<file path="config.mk">
export PLATFORM = sky130hd
export DESIGN_NAME = float_delta_prefilter_flat
export DESIGN_NICKNAME = d
export VERILOG_FILES = /design/src/design/fdp_pkg.sv /design/src/design/fdp_stream_if.sv /design/src/design/fdp_front.sv /design/src/design/fdp_queue.sv /design/src/design/fdp_back.sv /design/src/design/float_delta_prefilter.sv /design/src/flat_wrapper.sv
export SDC_FILE = /design/constraint.sdc
export NUM_CORES = 1
export LEC_CHECK = 0
export CAP_MARGIN = 15
export CORE_MARGIN = 4
export CORE_UTILIZATION = 45
export CTS_CLUSTER_DIAMETER = 150
export CTS_CLUSTER_SIZE = 24
export DETAILED_ROUTE_END_ITERATION = 7
export DONT_BUFFER_PORTS = 1
export MAX_ROUTING_LAYER = met4
export PLACE_DENSITY_LB_ADDON = 0.3
export SLEW_MARGIN = 30
export SYNTH_ARGS = -nofsm -noshare
export SYNTH_HDL_FRONTEND = slang
export SYNTH_SLANG_ARGS = --single-unit
</file>
<file path="constraint.sdc">
create_clock -name clk -period 10.1 [get_ports clk]
set_input_delay 2.02 -clock clk [delete_from_list [all_inputs] [get_ports clk]]
set_output_delay 2.02 -clock clk [all_outputs]
set_load 0.02 [all_outputs]
</file>
<file path="src/design/fdp_pkg.sv">
// ----------------------------------------------------------------------------
// fdp_pkg
// Types, register indexes and key/lane helpers for the float delta prefilter.
// ----------------------------------------------------------------------------
package fdp_pkg;

  localparam int WORD_W   = 32;
  localparam int LANE_W   = 8;
  localparam int LANES    = WORD_W / LANE_W;
  localparam int CFG_IDX_W  = 2;
  localparam int CFG_DATA_W = 1;

  localparam logic [WORD_W-1:0] SIGN_BIT = 32'h8000_0000;

  localparam logic [CFG_IDX_W-1:0] CFG_DIRECTION = 2'd0;
  localparam logic [CFG_IDX_W-1:0] CFG_BYTE_WISE = 2'd1;

  typedef struct packed {
    logic [WORD_W-1:0] word;
    logic              last;
  } item_t;

  typedef struct packed {
    logic direction;
    logic byte_wise;
  } mode_t;

  function automatic logic [WORD_W-1:0] to_key(input logic [WORD_W-1:0] bits);
    return bits[WORD_W-1] ? ~bits : (bits ^ SIGN_BIT);
  endfunction

  function automatic logic [WORD_W-1:0] from_key(input logic [WORD_W-1:0] key);
    return key[WORD_W-1] ? (key ^ SIGN_BIT) : ~key;
  endfunction

  function automatic logic [WORD_W-1:0] lanes_sub(input logic [WORD_W-1:0] a,
                                                  input logic [WORD_W-1:0] b);
    logic [WORD_W-1:0] r;
    r = '0;
    for (int i = 0; i < LANES; i++) begin
      r[i*LANE_W +: LANE_W] = a[i*LANE_W +: LANE_W] - b[i*LANE_W +: LANE_W];
    end
    return r;
  endfunction

  function automatic logic [WORD_W-1:0] lanes_add(input logic [WORD_W-1:0] a,
                                                  input logic [WORD_W-1:0] b);
    logic [WORD_W-1:0] r;
    r = '0;
    for (int i = 0; i < LANES; i++) begin
      r[i*LANE_W +: LANE_W] = a[i*LANE_W +: LANE_W] + b[i*LANE_W +: LANE_W];
    end
    return r;
  endfunction

endpackage

</file>
<file path="src/design/fdp_stream_if.sv">
// ----------------------------------------------------------------------------
// fdp_in_if / fdp_out_if
// Valid/ready stream channels for input words and result words.
// ----------------------------------------------------------------------------
interface fdp_in_if;
  logic        valid;
  logic        ready;
  logic [31:0] data_word;
  logic        last_in;

  modport source (output valid, output data_word, output last_in, input ready);
  modport sink   (input valid, input data_word, input last_in, output ready);
endinterface

interface fdp_out_if;
  logic        valid;
  logic        ready;
  logic [31:0] out_word;
  logic        last_out;

  modport source (output valid, output out_word, output last_out, input ready);
  modport sink   (input valid, input out_word, input last_out, output ready);
endinterface

</file>
<file path="src/design/fdp_front.sv">
// ----------------------------------------------------------------------------
// fdp_front
// Accepts input words; in forward mode maps float bits to the ordered key.
// ----------------------------------------------------------------------------
module fdp_front (
  input  logic          clk,
  input  logic          rst_n,
  input  fdp_pkg::mode_t mode,
  fdp_in_if.sink        in_s,
  output logic          q_valid,
  input  logic          q_ready,
  output fdp_pkg::item_t q_item
);
  import fdp_pkg::*;

  logic  valid_r, valid_nxt;
  item_t item_r, item_nxt;
  logic  take;

  assign in_s.ready = !valid_r || q_ready;
  assign take       = in_s.valid && in_s.ready;

  always_comb begin
    valid_nxt = valid_r;
    item_nxt  = item_r;
    if (take) begin
      valid_nxt     = 1'b1;
      item_nxt.word = mode.direction ? in_s.data_word : to_key(in_s.data_word);
      item_nxt.last = in_s.last_in;
    end else if (q_ready) begin
      valid_nxt = 1'b0;
    end
  end

  always_ff @(posedge clk) begin
    if (!rst_n) begin
      valid_r <= 1'b0;
    end else begin
      valid_r <= valid_nxt;
    end
    item_r <= item_nxt;
  end

  assign q_valid = valid_r;
  assign q_item  = item_r;

endmodule

</file>
<file path="src/design/fdp_queue.sv">
// ----------------------------------------------------------------------------
// fdp_queue
// Two-entry word queue between front and back.
// ----------------------------------------------------------------------------
module fdp_queue (
  input  logic           clk,
  input  logic           rst_n,
  input  logic           wr_valid,
  output logic           wr_ready,
  input  fdp_pkg::item_t wr_item,
  output logic           rd_valid,
  input  logic           rd_ready,
  output fdp_pkg::item_t rd_item
);
  import fdp_pkg::*;

  logic [1:0] count_r, count_nxt;
  item_t      head_r, head_nxt;
  item_t      tail_r, tail_nxt;
  logic       push, pop;

  assign wr_ready = (count_r != 2'd2);
  assign rd_valid = (count_r != 2'd0);
  assign rd_item  = head_r;
  assign push     = wr_valid && wr_ready;
  assign pop      = rd_valid && rd_ready;

  always_comb begin
    count_nxt = count_r;
    head_nxt  = head_r;
    tail_nxt  = tail_r;
    unique case ({push, pop})
      2'b10: begin
        if (count_r == 2'd0) begin
          head_nxt = wr_item;
        end else begin
          tail_nxt = wr_item;
        end
        count_nxt = count_r + 2'd1;
      end
      2'b01: begin
        head_nxt  = tail_r;
        count_nxt = count_r - 2'd1;
      end
      2'b11: begin
        if (count_r == 2'd1) begin
          head_nxt = wr_item;
        end else begin
          head_nxt = tail_r;
          tail_nxt = wr_item;
        end
      end
      default: begin
      end
    endcase
  end

  always_ff @(posedge clk) begin
    if (!rst_n) begin
      count_r <= 2'd0;
    end else begin
      count_r <= count_nxt;
    end
    head_r <= head_nxt;
    tail_r <= tail_nxt;
  end

endmodule

</file>
<file path="src/design/fdp_back.sv">
// ----------------------------------------------------------------------------
// fdp_back
// Delta (encode) or accumulate and unmap (decode) against the history key, output register.
// ----------------------------------------------------------------------------
module fdp_back (
  input  logic           clk,
  input  logic           rst_n,
  input  fdp_pkg::mode_t mode,
  input  logic           q_valid,
  output logic           q_ready,
  input  fdp_pkg::item_t q_item,
  fdp_out_if.source      out_m
);
  import fdp_pkg::*;

  logic              valid_r, valid_nxt;
  logic [WORD_W-1:0] hist_r, hist_nxt;
  logic [WORD_W-1:0] word_r, word_nxt;
  logic              last_r, last_nxt;
  logic [WORD_W-1:0] diff, sum;
  logic              take;

  assign q_ready = !valid_r || out_m.ready;
  assign take    = q_valid && q_ready;

  assign diff = mode.byte_wise ? lanes_sub(q_item.word, hist_r) : (q_item.word - hist_r);
  assign sum  = mode.byte_wise ? lanes_add(hist_r, q_item.word) : (hist_r + q_item.word);

  always_comb begin
    valid_nxt = valid_r;
    hist_nxt  = hist_r;
    word_nxt  = word_r;
    last_nxt  = last_r;
    if (take) begin
      valid_nxt = 1'b1;
      last_nxt  = q_item.last;
      if (mode.direction) begin
        word_nxt = from_key(sum);
        hist_nxt = sum;
      end else begin
        word_nxt = diff;
        hist_nxt = q_item.word;
      end
      if (q_item.last) begin
        hist_nxt = '0;
      end
    end else if (out_m.ready) begin
      valid_nxt = 1'b0;
    end
  end

  always_ff @(posedge clk) begin
    if (!rst_n) begin
      valid_r <= 1'b0;
      hist_r  <= '0;
    end else begin
      valid_r <= valid_nxt;
      hist_r  <= hist_nxt;
    end
    word_r <= word_nxt;
    last_r <= last_nxt;
  end

  assign out_m.valid    = valid_r;
  assign out_m.out_word = word_r;
  assign out_m.last_out = last_r;

endmodule

</file>
<file path="src/design/float_delta_prefilter.sv">
// ----------------------------------------------------------------------------
// float_delta_prefilter
// Order-preserving float delta filter (encode) and its inverse (decode).
// ----------------------------------------------------------------------------
//  channel  dir  payload                  handshake
//  in_s     in   data_word[31:0], last_in valid/ready
//  out_m    out  out_word[31:0], last_out valid/ready
//  cfg_*    in   cfg_idx[1:0], cfg_data   cfg_we, no ready
//
//  One word per clock sustained while out_m is not stalled; an accepted word
//  passes the front register (loads on accept), the queue, then the output
//  register. The history add/subtract in the back stage is the only loop.
//  Synchronous active-low reset empties all stages, clears history and sets
//  both mode registers to 0. Either side may stall; the two-entry queue lets
//  front and back stall independently.
// ----------------------------------------------------------------------------
module float_delta_prefilter (
  input  logic                              clk,
  input  logic                              rst_n,
  input  logic                              cfg_we,
  input  logic [fdp_pkg::CFG_IDX_W-1:0]     cfg_idx,
  input  logic [fdp_pkg::CFG_DATA_W-1:0]    cfg_data,
  fdp_in_if.sink                            in_s,
  fdp_out_if.source                         out_m
);
  import fdp_pkg::*;

  logic  direction_r, byte_wise_r;
  mode_t mode;
  logic  f2q_valid, f2q_ready, q2b_valid, q2b_ready;
  item_t f2q_item, q2b_item;

  always_ff @(posedge clk) begin
    if (!rst_n) begin
      direction_r <= 1'b0;
      byte_wise_r <= 1'b0;
    end else if (cfg_we) begin
      if (cfg_idx == CFG_DIRECTION) begin
        direction_r <= cfg_data[0];
      end
      if (cfg_idx == CFG_BYTE_WISE) begin
        byte_wise_r <= cfg_data[0];
      end
    end
  end

  assign mode.direction = direction_r;
  assign mode.byte_wise = byte_wise_r;

  fdp_front u_front (
    .clk     (clk),
    .rst_n   (rst_n),
    .mode    (mode),
    .in_s    (in_s),
    .q_valid (f2q_valid),
    .q_ready (f2q_ready),
    .q_item  (f2q_item)
  );

  fdp_queue u_queue (
    .clk      (clk),
    .rst_n    (rst_n),
    .wr_valid (f2q_valid),
    .wr_ready (f2q_ready),
    .wr_item  (f2q_item),
    .rd_valid (q2b_valid),
    .rd_ready (q2b_ready),
    .rd_item  (q2b_item)
  );

  fdp_back u_back (
    .clk     (clk),
    .rst_n   (rst_n),
    .mode    (mode),
    .q_valid (q2b_valid),
    .q_ready (q2b_ready),
    .q_item  (q2b_item),
    .out_m   (out_m)
  );

  a_in_to_front: assert property (@(posedge clk) disable iff (!rst_n)
    in_s.valid && in_s.ready |=> f2q_valid)
    else $error("accepted word did not reach front register");

  a_front_hold: assert property (@(posedge clk) disable iff (!rst_n)
    f2q_valid && !f2q_ready |=> f2q_valid && $stable(f2q_item))
    else $error("front dropped or changed a word while queue full");

  a_back_load: assert property (@(posedge clk) disable iff (!rst_n)
    q2b_valid && q2b_ready |=> out_m.valid)
    else $error("word popped from queue but output register empty");

  a_reset_empty: assert property (@(posedge clk)
    !$past(rst_n) |-> !out_m.valid && !f2q_valid && !q2b_valid)
    else $error("pipeline not empty after reset");

endmodule
</file>
<file path="src/flat_wrapper.sv">
// flat-port wrapper written by rule: the top's interface ports become plain ports
module float_delta_prefilter_flat import fdp_pkg::*;
  (clk, rst_n, cfg_we, cfg_idx, cfg_data, in_s_valid, in_s_data_word, in_s_last_in, in_s_ready, out_m_valid, out_m_out_word, out_m_last_out, out_m_ready);
  fdp_in_if in_s_i ();
  fdp_out_if out_m_i ();
  input  logic clk;
  input  logic rst_n;
  input  logic cfg_we;
  input  logic [fdp_pkg::CFG_IDX_W-1:0] cfg_idx;
  input  logic [fdp_pkg::CFG_DATA_W-1:0] cfg_data;
  input wire logic [$bits(in_s_i.valid)-1:0] in_s_valid;
  input wire logic [$bits(in_s_i.data_word)-1:0] in_s_data_word;
  input wire logic [$bits(in_s_i.last_in)-1:0] in_s_last_in;
  output wire logic [$bits(in_s_i.ready)-1:0] in_s_ready;
  output wire logic [$bits(out_m_i.valid)-1:0] out_m_valid;
  output wire logic [$bits(out_m_i.out_word)-1:0] out_m_out_word;
  output wire logic [$bits(out_m_i.last_out)-1:0] out_m_last_out;
  input wire logic [$bits(out_m_i.ready)-1:0] out_m_ready;
  assign in_s_i.valid = in_s_valid;
  assign in_s_i.data_word = in_s_data_word;
  assign in_s_i.last_in = in_s_last_in;
  assign in_s_ready = in_s_i.ready;
  assign out_m_valid = out_m_i.valid;
  assign out_m_out_word = out_m_i.out_word;
  assign out_m_last_out = out_m_i.last_out;
  assign out_m_i.ready = out_m_ready;
  float_delta_prefilter u_core (.clk(clk), .rst_n(rst_n), .cfg_we(cfg_we), .cfg_idx(cfg_idx), .cfg_data(cfg_data), .in_s(in_s_i), .out_m(out_m_i));
endmodule
</file>
==> flow_summary.yaml, run 1 <==
logic_synthesis:
  yosys_warnings: 0
  syn_area_per_cell_um2: 10.1
  synth.distinct_cells: 76
  synth-async-reset-ratio: 0
  ys_seq_elements: 170
  postSynth.topFlopCell: "edfxtp_1"
  synthesis.instances: 1077
  synthesis.nets: 1197
  synth-seq-area-share: 0.435
  synth_enable_flop_cells: 132
  post_synth_instance_area_mm2: 0.0109
detailed_routing:
  drt_pass1_iterations: 8
  via_count: 7764
  route.final.wire_length_um: 25900
  drt-wirelength-per-cell_um: 18.9
  initialDrtViolationCount: 864
  antenna_left: 0
  number_of_remaining_drc_errors: 0
  routed_via_density: 5.66
cells_and_area:
  n_antenna_cell: 0
  final_common_cell: "edfxtp_1"
  layoutNonFillerInstCount: 1372
  layout-drive-gt1-share: 0.0627
  nets: 1160
  area_growth_syn_to_layout_pct: 7.77
  commonest_cells_after_routing_fill_and_taps_aside: "edfxtp_1 (132), a21oi_1 (101), xnor2_1 (94)"
timing:
  number_of_hold_slack_violations_in_the_final_timing_report: 0
  skew_ns: 0.0140
  final_min_period_over_clock_period: 0.389
  slew_headroom: 0.394
  timing.final.setup_violations: 0
  fin_crit_ns: 3.93
  final.setup.tns_ns: 0
  unrepaired_setup_endpoints_after_global_routing: "no"
  timing.fmax_mhz: 255
  max_slew_violation_count: 0
  fin_hold_ws_ns: 0.460
  setup_slack_ns: 6.17
  tightestPinTransition_ns: 0.908
critical_path:
  criticalPathCategory: "reg -> reg"
  critPathRequiredTime_ns: 10.28
  crit_start_category: "flop"
  critical_path.endpoint_type: "flop"
  critical_path_peak_fanout: 28
  worst-endpoint-arrival_ns: 4.11
clocking:
  insertion_delay_ns: 0.44
  cts_buffer_depth: 2
  cts_post_setup_buffers_inserted: 0
  clock_slew_at_the_register_clock_pins_of_the_worst_setup_and_hold_paths_ns: 0.07
  clkSinkCount: 170
  ctsHtreeMaxLevel: 4
  cts_tree: "done"
  number_of_buffers_created_by_cts: 17
  hold_buffers: 0
  clock-root-buffer: "clkbuf_16"
  resized_gates_after_cts: 0
floorplanning:
  initial_utilization: 0.460
  num_io_pins: 76
  core_area_mm2: 0.0236
  floorplan.die_area_mm2: 0.0267
  std_cell_rows: 56
  die_x_um: 163
  chipHeight_um: 163
global_route:
  globalRouteTotalUtil: 0.203
  grt_max_degree: 58
  grt_pass1_vias: 7421
  antenna_found_initial: 0
  global_route_wire_length_before_repair_um: 41700
  grt-ovfl-total: 0
flow_run:
  maxCapViolCount: 0
place:
  dp_slack_ns: 5.75
  portBuffers: 0
  dpl.hpwl_um: 18900
  gp_weighted_congestion: 0.911
  placed_insts: 1339
pwr:
  sw_share: 0.452
  power.leakage_nw: 4.22
  p_per_area_mw_per_mm2: 361
  overall_power_of_the_completed_layout_mw: 4.22
  peak_supply_drop_uv: 135
  p_sw_mw: 1.91
  combPwrFrac: 0.519
  power_frac_clock: 0.160
  internal_power_mw: 2.31
  power.share.sequential: 0.322
run_status:
  result_of_the_run: "complete, no violations"
hold_path:
  min-delay-path-class: "reg -> reg"
[critical path, cell delays in order (launching register included)]
cell       delay (ns)
edfxtp_1         0.45
ha_1             0.51
nor2b_2          0.12
a2111oi_4        0.38
a211oi_2         0.14
nor4_2           0.51
nor4b_1          0.17
a211oi_4         0.39
buf_4            0.48
xor2_1           0.22
a21oi_1          0.11
xnor2_1          0.16
[state kept, by name, summed over array words and instances (netlist names)]
| signal | flops |
|---|---|
| u_core.direction_r | 1 |
| u_core.u_back.hist_r | 32 |
| u_core.u_queue.count_r | 2 |
| u_core.u_queue.tail_r | 33 |
| u_core.byte_wise_r | 1 |
| u_core.u_back.out_m.out_word | 32 |
| u_core.u_queue.rd_item | 33 |
| u_core.u_back.out_m.last_out | 1 |
| u_core.u_back.out_m.valid | 1 |
| u_core.u_front.q_valid | 1 |
| u_core.u_front.q_item | 33 |
[routing by layer]
layer,share of wire,global-route usage
met5,0,-
met4,0.015,0.0522
met2,0.41,0.275
met3,0.058,0.0343
met1,0.52,0.314
[metrics by stage]
| stage | cell area, um^2 | utilization |
|---|---|---|
| finish | 11700 | 0.495 |
| CTS | 11700 | 0.494 |
| floorplan | 10900 | - |
| global route | 11700 | 0.495 |
| detailed placement | 11100 | 0.468 |
| global placement | 11000 | 0.468 |
[final cells by class]
| type | count | area (um^2) |
|---|---|---|
| Clock buffer | 18 | 429 |
| Inverter | 78 | 293 |
| Clock inverter | 14 | 183 |
| Multi-Input combinational cell | 765 | 5580 |
| Sequential cell | 170 | 4730 |
| Timing Repair Buffer | 8 | 80.1 |
| Tap cell | 319 | 399 |
| Fill cell | 2191 | 11900 |
[synthesized netlist by cell type, types with 5 or more instances]
cell / instances / area [um^2]
edfxtp_1: 132 / 3960
a211oi_1: 8 / 60.1
nor3b_1: 6 / 45.0
nand2_1: 54 / 203
a2111oi_0: 5 / 43.8
xnor2_1: 94 / 823
dfxtp_1: 38 / 761
fa_1: 8 / 160
buf_2: 9 / 45.0
nand4_1: 6 / 37.5
nand3_1: 7 / 35.0
nor2b_1: 25 / 156
nor3_1: 15 / 75.1
a21oi_1: 102 / 510
a311oi_1: 5 / 43.8
nor4_1: 8 / 50.1
ha_1: 71 / 888
nand2b_1: 18 / 113
o31ai_1: 19 / 143
o21bai_1: 5 / 37.5
buf_1: 10 / 37.5
xor2_1: 23 / 201
and2_1: 7 / 43.8
a22oi_1: 11 / 82.6
or3_1: 6 / 37.5
a21boi_0: 5 / 37.5
o21a_1: 5 / 37.5
nor2_1: 75 / 282
a21o_1: 13 / 97.6
o21ai_0: 44 / 220
mux2i_1: 7 / 70.1
a31oi_1: 7 / 43.8
o211ai_1: 10 / 75.1
inv_1: 74 / 278
a22o_1: 41 / 359
clkbuf_1: 41 / 154
[cells by family after synthesis]
family / after synthesis / share of synthesized area
AO/OA/AOI/OAI: 317 / 0.198
XOR/XNOR: 117 / 0.0944
adder cells (fa/ha/maj): 79 / 0.0966
buffers and inverters: 142 / 0.0526
flip-flops: 170 / 0.435
multiplexers: 11 / 0.0106
AND/OR/NAND/NOR: 241 / 0.112
[path summary, 6_finish.rpt]
| path | endpoint | startpoint | cells past startpoint | slack, ns |
|---|---|---|---|---|
| setup / recovery | u_core.u_back.out_m.out_word[10]$_DFFE_PP_ | u_core.u_queue.rd_item[5]$_DFFE_PP_ | 11 | 6.17 |
| hold / removal | u_core.u_queue.tail_r[32]$_DFFE_PP_ | u_core.u_front.q_item[32]$_DFFE_PP_ | 0 | 0.46 |
| setup reg to reg | u_core.u_back.out_m.out_word[10]$_DFFE_PP_ | u_core.u_queue.rd_item[5]$_DFFE_PP_ | 11 | 6.17 |
| hold reg to reg | u_core.u_queue.tail_r[32]$_DFFE_PP_ | u_core.u_front.q_item[32]$_DFFE_PP_ | 0 | 0.46 |
[power groups by stage]
stage | sequential [mW] | combinational (mW) | clock [mW]
floorplan | 1.32 | 1.71 | 0
detailed placement | 1.37 | 2.14 | 0
CTS | 1.36 | 2.15 | 0.686
finish | 1.36 | 2.19 | 0.674
global route | 1.38 | 2.44 | 0.717
global placement | 1.37 | 2.11 | 0
No activity file was read; power rests on OpenSTA's default activity.
==> run 2, diff against run 1 <==
- clock period: 10.1 -> 3.9 ns (I/O delays scaled with it)
==> run 2 against run 1 <==
  * Clock skew fell by 0.0021 ns
  * Largest power group unchanged
  * Design area rose by 1.9%
  * Critical endpoint is now u_core.u_back.out_m.out_word[28]$_DFFE_PP_
  * Total power rose to 2.7 times the previous value
  * Final cell count rose by 2.6%
==> flow_summary.yaml, run 2 (synthesized netlist as in run 1, its figures left out) <==
detailed_routing:
  drt_pass1_iterations: 6
  drt-wirelength-per-cell_um: 19.6
  routed_via_density: 5.73
  route.final.wire_length_um: 27500
  number_of_remaining_drc_errors: 0
  via_count: 8059
  antenna_left: 0
  initialDrtViolationCount: 722
global_route:
  grt_pass1_vias: 7754
  grt_max_degree: 47
  antenna_found_initial: 0
  globalRouteMet2Util: 0.306
  grt_util_met3: 0.0262
  globalRouteTotalUtil: 0.214
  gr-max-usage-layer: "met1"
  grt-ovfl-total: 0
  global_route.usage.met1: 0.322
  global_route_wire_length_before_repair_um: 43300
critical_path:
  reg2reg_to: "u_core.u_back.out_m.out_word[28]$_DFFE_PP_"
  reg_to_reg_startpoint: "u_core.u_queue.rd_item[1]$_DFFE_PP_"
  criticalPathCategory: "reg -> reg"
  crit_start_category: "flop"
  critPathRequiredTime_ns: 4.08
  critical_path_peak_fanout: 4
  critical_path.endpoint_type: "flop"
  ff2ff_path_depth: 13
  worst-endpoint-arrival_ns: 3.90
  setup.reg_to_reg.worst_slack_ns: 0.18
cells_and_area:
  layoutNonFillerInstCount: 1407
  final_core_util: 0.505
  layout-drive-gt1-share: 0.0928
  nets: 1195
  final_design_area_no_fill_mm2: 0.0119
  n_antenna_cell: 0
  commonest_cells_after_routing_fill_and_taps_aside: "edfxtp_1 (132), a21oi_1 (101), xnor2_1 (94)"
  final_common_cell: "edfxtp_1"
  area_growth_syn_to_layout_pct: 9.86
floorplanning:
  std_cell_rows: 56
  core_area_mm2: 0.0236
  initial_utilization: 0.460
  num_io_pins: 76
  chipHeight_um: 163
  die_x_um: 163
  floorplan.die_area_mm2: 0.0267
hold_path:
  hold_depth: 0
  hold_path_sink: "u_core.u_front.q_item[0]$_DFFE_PP_"
  hold_path.startpoint: "in_s_last_in"
  min-delay-path-class: "in -> reg"
timing:
  timing.final.setup_violations: 0
  number_of_hold_slack_violations_in_the_final_timing_report: 0
  skew_ns: 0.0119
  timing.fmax_mhz: 269
  fin_crit_ns: 3.72
  tightestPinTransition_ns: 0.886
  final.setup.tns_ns: 0
  max_slew_violation_count: 0
  final_min_period_over_clock_period: 0.953
  setup_slack_ns: 0.184
  slew_headroom: 0.407
  unrepaired_setup_endpoints_after_global_routing: "no"
clocking:
  clock_slew_at_the_register_clock_pins_of_the_worst_setup_and_hold_paths_ns: 0.08
  cts_post_setup_buffers_inserted: 0
  cts_buffer_depth: 2
  ctsHtreeMaxLevel: 4
  clkSinkCount: 170
  cts_tree: "done"
  number_of_buffers_created_by_cts: 17
  clock-root-buffer: "clkbuf_16"
  insertion_delay_ns: 0.43
pwr:
  peak_supply_drop_uv: 384
  p_per_area_mw_per_mm2: 947
  power.leakage_nw: 4.38
place:
  portBuffers: 0
  placed_insts: 1375
  post_dp_cell_area_mm2: 0.0113
  dpl.hpwl_um: 20600
  dp_slack_ns: 0.246
  gp_weighted_congestion: 0.947
run_status:
  result_of_the_run: "complete, no violations"
flow_run:
  maxCapViolCount: 0
==> run 2: final cells by class <==
type,count,area [um^2]
Sequential cell,170,4730
Fill cell,2198,11700
Timing Repair Buffer,43,348
Clock buffer,18,429
Multi-Input combinational cell,765,5580
Clock inverter,14,150
Tap cell,319,399
Inverter,78,293
==> run 2: worst max-delay path, cell delays in order, from the launching register on <==
cell and delay (ns):
edfxtp_1 0.39, ha_1 0.22, inv_1 0.07, fa_1 0.26
o21bai_1 0.13, a211oi_1 0.33, o221ai_1 0.23, a21oi_2 0.30
o211ai_1 0.26, a32o_1 0.39, a311oi_2 0.44, xor2_1 0.18
a21oi_1 0.09, xnor2_1 0.16
==> run 2: how the worst max path moves through the flow <==
stage                                        startpoint                                         end  slack [ns]  cells after the start
global placement    u_core.u_queue.rd_item[1]$_DFFE_PP_  u_core.u_back.out_m.out_word[28]$_DFFE_PP_        0.18                     13
CTS                 u_core.u_queue.rd_item[1]$_DFFE_PP_  u_core.u_back.out_m.out_word[28]$_DFFE_PP_        0.23                     13
finish              u_core.u_queue.rd_item[1]$_DFFE_PP_  u_core.u_back.out_m.out_word[28]$_DFFE_PP_        0.18                     13
floorplan                                   out_m_ready          u_core.u_queue.tail_r[0]$_DFFE_PP_        0.29                      7
global route        u_core.u_queue.rd_item[1]$_DFFE_PP_  u_core.u_back.out_m.out_word[28]$_DFFE_PP_        0.05                     13
detailed placement  u_core.u_queue.rd_item[1]$_DFFE_PP_  u_core.u_back.out_m.out_word[28]$_DFFE_PP_        0.25                     13
==> run 2: repair_timing <==
item / in CTS / in global routing
hold buffers: 0 / 0
endpoints found under the setup margin: 0 / 1
resized for setup: 0 / 1
==> run 2: where the power goes <==
| part | switching (mW) | internal [mW] | total (mW) |
|---|---|---|---|
| registers | 0.606 | 2.89 | 3.50 |
| clock network | 0.814 | 0.857 | 1.67 |
| logic | 3.69 | 2.43 | 6.12 |
| total | 5.11 | 6.18 | 11.3 |
==> run 2: through the flow <==
step	power [mW]	hold WS, ns
floorplan	7.83	0.427
global placement	9.51	0.443
detailed placement	9.56	0.447
CTS	11.3	0.425
global route	12.1	0.420
finish	11.3	0.443
==> run 2: routing by layer <==
layer | wire [um] | part of all wire
met5 | 0 | 0
met4 | 427 | 0.016
met3 | 1830 | 0.067
met2 | 11600 | 0.42
met1 | 13600 | 0.50
